===== src/rtl/first_fit_region_allocator_assert.svh =====
// Assertion macros for the first-fit region allocator.
// Depends on nothing; included by the top level.
`ifndef FIRST_FIT_REGION_ALLOCATOR_ASSERT_SVH
`define FIRST_FIT_REGION_ALLOCATOR_ASSERT_SVH
`define FFRA_ASSERT_IMPL(lbl, ant, con) \
  lbl: assert property (@(posedge clk) disable iff (rst) (ant) |-> (con)) \
    else $error("assertion failed");
`define FFRA_ASSERT_NEXT(lbl, ant, con) \
  lbl: assert property (@(posedge clk) disable iff (rst) (ant) |=> (con)) \
    else $error("assertion failed");
`endif


===== src/rtl/ffra_pkg.sv =====
// Package for the first-fit region allocator: commands, status codes, states.
// Depends on nothing.
package ffra_pkg;
  localparam logic [1:0] CMD_ALLOC = 2'd0;
  localparam logic [1:0] CMD_FREE  = 2'd1;
  localparam logic [1:0] CMD_QUERY = 2'd2;

  localparam logic [2:0] ST_OK        = 3'd0;
  localparam logic [2:0] ST_OOM       = 3'd1;
  localparam logic [2:0] ST_NOT_FOUND = 3'd2;
  localparam logic [2:0] ST_FULL      = 3'd3;
  localparam logic [2:0] ST_ZERO      = 3'd4;

  typedef enum logic [2:0] {
    S_IDLE, S_READ, S_SCAN, S_SHIFT, S_DONE
  } state_t;

  typedef enum logic [1:0] {
    OP_NONE, OP_INSERT, OP_ERASE
  } op_t;

  typedef struct packed {
    logic start;
    logic rd;
    logic step;
    logic shift;
    logic finish;
  } ctrl_t;

  typedef struct packed {
    logic scan_end;
    logic hit;
    logic shift_end;
    op_t  op;
  } stat_t;
endpackage


===== src/rtl/ffra_ctrl.sv =====
// Controller state machine of the allocator.
// Depends on ffra_pkg.
module ffra_ctrl import ffra_pkg::*; (
  input  logic  clk,
  input  logic  rst,
  input  logic  in_valid,
  output logic  in_ready,
  output logic  out_valid,
  input  logic  out_ready,
  input  stat_t st,
  output ctrl_t ctl
);
  state_t state, state_next;

  always_ff @(posedge clk) begin
    if (rst) state <= S_IDLE;
    else state <= state_next;
  end

  always_comb begin
    state_next = state;
    ctl = '0;
    in_ready = 1'b0;
    out_valid = 1'b0;
    case (state)
      S_IDLE: begin
        in_ready = 1'b1;
        if (in_valid) begin
          ctl.start = 1'b1;
          state_next = S_READ;
        end
      end
      S_READ: begin
        if (st.scan_end) begin
          state_next = (st.op == OP_NONE) ? S_DONE : S_SHIFT;
          ctl.finish = 1'b1;
        end else begin
          ctl.rd = 1'b1;
          state_next = S_SCAN;
        end
      end
      S_SCAN: begin
        ctl.step = 1'b1;
        state_next = st.hit ? S_DONE : S_READ;
        if (st.hit) begin
          ctl.finish = 1'b1;
          if (st.op != OP_NONE) state_next = S_SHIFT;
        end
      end
      S_SHIFT: begin
        ctl.shift = 1'b1;
        if (st.shift_end) state_next = S_DONE;
      end
      S_DONE: begin
        out_valid = 1'b1;
        if (out_ready) state_next = S_IDLE;
      end
      default: state_next = S_IDLE;
    endcase
  end
endmodule


===== config.mk =====
export PLATFORM = sky130hd
export DESIGN_NAME = ffra_ctrl
export DESIGN_NICKNAME = d
export VERILOG_FILES = /design/src/rtl/first_fit_region_allocator_assert.svh /design/src/rtl/ffra_pkg.sv /design/src/rtl/ffra_ctrl.sv
export SDC_FILE = /design/constraint.sdc
export NUM_CORES = 1
export LEC_CHECK = 0
export BUFFER_PORTS_ARGS = -buffer_cell sky130_fd_sc_hd__buf_2
export CAP_MARGIN = 25
export CORE_AREA = 10 10 47 49
export DETAILED_ROUTE_END_ITERATION = 16
export DIE_AREA = 0 0 57 59
export GPL_TIMING_DRIVEN = 0
export HOLD_SLACK_MARGIN = 0.02
export PLACE_DENSITY = 0.47
export SLEW_MARGIN = 25
export SYNTH_ARGS = -nofsm -noshare
export SYNTH_HDL_FRONTEND = slang
export SYNTH_SLANG_ARGS = --single-unit

===== constraint.sdc =====
create_clock -name clk -period 2.67 [get_ports clk]
set_clock_uncertainty 0.05 [all_clocks]
set_input_delay 0.534 -clock clk [delete_from_list [all_inputs] [get_ports clk]]
set_output_delay 0.534 -clock clk [all_outputs]
set_load 0.1 [all_outputs]

==> results.sh <==
export IMPL_ff2ff_setup_slack_ns=1.10
export IMPL_stdcell_area_um2=444
export IMPL_hold_violations=0
export IMPL_crit_slowest_cell="buf_2"
export IMPL_worst_slew_pin_slew_ns=0.491
export IMPL_coreArea_mm2=0.00140
export IMPL_cp_arrival_ns=1.77
export IMPL_grt_pass1_wl_mm=1.41
export IMPL_ios=16
export IMPL_gr_usage_all_layers_pct=5.05
export IMPL_crit_required_ns=2.09
export IMPL_reg2reg_to="state[2]"
export IMPL_routedWlPerCell_um=12.1
export IMPL_synth_cell_type_count=26
export IMPL_synthCells=39
export IMPL_largest_register_ff_count=3
export IMPL_max_stage_delay_ns=0.43
export IMPL_pwr_share_clk_pct=25.1
export IMPL_largest_register="state"
export IMPL_hold_depth=2
export IMPL_slew_headroom_pct=67.5
export IMPL_synth_fp_nets=48
export IMPL_cp_max_fo=10
export IMPL_placed_cell_area_um2=418
export IMPL_hold_ws_ns=0.448
export IMPL_cap_viol_max_count=0
export IMPL_min_path_type="input pin to register"
export IMPL_core_rowCount=14
export IMPL_path_class="register to primary output"
export IMPL_cp_end_kind="primary output"
export IMPL_first_pass_iters=4
export IMPL_worst_hold_startpoint="rst"
export IMPL_cp_cell_sequence="clkbuf_1 > nand3b_1 > a21oi_2 > buf_2"
export IMPL_grt_overflow=0
export IMPL_synth_area_leaders="dfxtp_1, nand3b_1, nor3b_1, or4b_4, a31oi_1"
export IMPL_nNetsFinal=68
export IMPL_antenna_cells=0
export IMPL_hold_path_endpoint="state[1]"
export IMPL_synth_top_cell_area_share_pct=19.8
export IMPL_ys_seq_area_share_pct=19.8
export IMPL_startpoint_type="register"
export IMPL_fmax_mhz=424
export IMPL_switchingPower_mw=0.172
export IMPL_cts_setup_buffers=0
export IMPL_p_leak_nw=0.194
export IMPL_viasPerCell=4.78
export IMPL_r2r_start="state[0]"
export IMPL_wirelength_um=896
export IMPL_period_needed_ns=2.36
export IMPL_top_regs="state x3"
export IMPL_cts_hold_buffers=0
export IMPL_syn_cell_area_um2=303
export IMPL_p_int_mw=0.153
export IMPL_power_density_mw_per_mm2=730
export IMPL_path_clk_slew_ns=0.04
export IMPL_synth_seq_cells=3
export IMPL_rsz0062_at_grt="no"
export IMPL_drive_gt1_share_pct=44.8
export IMPL_io_buffers=15
export IMPL_die_height_um=59
export IMPL_grt_antenna_before_repair=0
export IMPL_cts_tree="done"
export IMPL_synth_avg_cell_area_um2=7.76
export IMPL_pwr_share_comb_pct=57.8
export IMPL_dp_hpwl_um=717
export IMPL_clockRootBuffer="clkbuf_4"
export IMPL_die_x_um=57
export IMPL_use_met1_pct=6.40
export IMPL_slew_viol_final=0
export IMPL_peakVddDrop_v=0.000332
export IMPL_met2_usage_pct=7.29
export IMPL_htree_levels=1
export IMPL_grt_pass1_vias=337
export IMPL_numCtsBuffers=3
export IMPL_r2r_cells=4
export IMPL_top_usage_layer="met2"
export IMPL_clock_sinks=3
export IMPL_grt_use_met3_pct=0.858
export IMPL_grt_max_degree=11
export IMPL_sw_frac_of_total_pct=52.9
export IMPL_initial_utilization_pct=21.6
export IMPL_worstSkewPairLatency_ns=0.24
export IMPL_p_seq_share_pct=17.1
export IMPL_post_cts_resized=0
export IMPL_status="complete, no violations"
export IMPL_fin_crit_sh_pct=88.3
export IMPL_die_area_mm2=0.00336
export IMPL_drc_errors=0
export IMPL_dr_first_iter_drc_count=14
export IMPL_finalSetupViolCount=0
export IMPL_synth_top_cell_by_area="dfxtp_1"
export IMPL_drt_antenna_violating_nets=0
export IMPL_cts_max_path_buffers=2
export IMPL_vias=354
export IMPL_place_gp_congestion=0.740
export IMPL_area_delta_synth_final_pct=46.7
export IMPL_yosysWarnings=0
==> synth_stat cells, drive strengths merged <==
master	number
nand2b	1
or4b	1
a221o	1
or3	1
or2	1
dfxtp	3
o21ai	1
and2	2
nand4	1
inv	3
a21oi	2
and2b	1
nor4b	1
a32oi	1
or4bb	1
o22ai	1
a211oi	1
nor3b	2
nor2b	1
a31oi	2
clkbuf	2
buf	1
nor3	2
nor2	2
nand3b	4
==> layout make-up <==
cell class | instances | area [um^2]
fillers | 159 | 957
multi-input cells | 30 | 233
repair buffers | 15 | 75.1
flip-flops and latches | 3 | 60.1
clock buffers | 4 | 26.3
well taps | 16 | 20.0
plain buffers | 3 | 18.8
inverters | 3 | 11.3
==> critical path, delay by kind of cell (launching register included) <==
family	cells	cell delay, ns
AOI/OAI and AO/OA	1	0.15
and+or+nand+nor	1	0.15
buffers and inverters	2	0.83
DFF	1	0.40
==> kinds of logic after synthesis <==
group | after synthesis | synth area share, %
compound gates | 9 | 21.1
buf+inv | 6 | 9.92
flops | 3 | 19.8
simple gates | 21 | 49.2
==> how the worst max path moves through the flow <==
stage	start	end
after floorplan	state[0]	ctl[4]
after global placement	st[4]	ctl[3]
after detailed placement	st[4]	ctl[3]
after CTS	state[0]	ctl[0]
after global routing	state[0]	ctl[0]
final	state[0]	ctl[0]
==> metrics by stage <==
step	power [mW]	utilization (%)	setup WS (ns)	std cells	setup TNS, ns
after floorplan	0.214	-	-0.145	39	-0.259
after global placement	0.245	29.8	0.467	70	0
after detailed placement	0.244	29.8	0.466	70	0
after CTS	0.328	31.7	0.300	74	0
after global routing	0.339	31.7	0.200	74	0
final	0.324	31.7	0.314	74	0
==> power groups by stage <==
stage	registers, mW	clock network [mW]	logic, mW
floorplan	0.0543	0	0.160
global placement	0.0563	0	0.189
detailed placement	0.0563	0	0.188
CTS	0.0553	0.0839	0.189
global route	0.0560	0.0850	0.198
finish	0.0555	0.0813	0.187
==> per-layer routing <==
| metal | vias to the layer above | part of all wire [%] |
|---|---|---|
| li1 | 182 | - |
| met1 | 158 | 50 |
| met2 | 12 | 43 |
| met3 | 2 | 4.9 |
| met4 | 0 | 1.9 |
| met5 | - | 0 |
==> layout by cell type, fill, tap and decap left out <==
master	n
nor3b_1	2
nor2_1	2
nor4b_1	1
a31oi_1	2
inv_1	3
or2_2	1
nand2b_1	1
or3_1	1
o21ai_0	1
a32oi_1	1
buf_2	15
clkbuf_4	3
or4b_4	1
nor2b_1	1
o22ai_1	1
dfxtp_1	3
a21oi_2	2
and2_1	2
clkbuf_1	3
buf_6	1
nor3_4	1
a211oi_1	1
or4bb_1	1
nand3b_1	4
nor3_2	1
nand4_1	1
and2b_2	1
a221o_1	1
No activity file was read; power rests on OpenSTA's default activity.
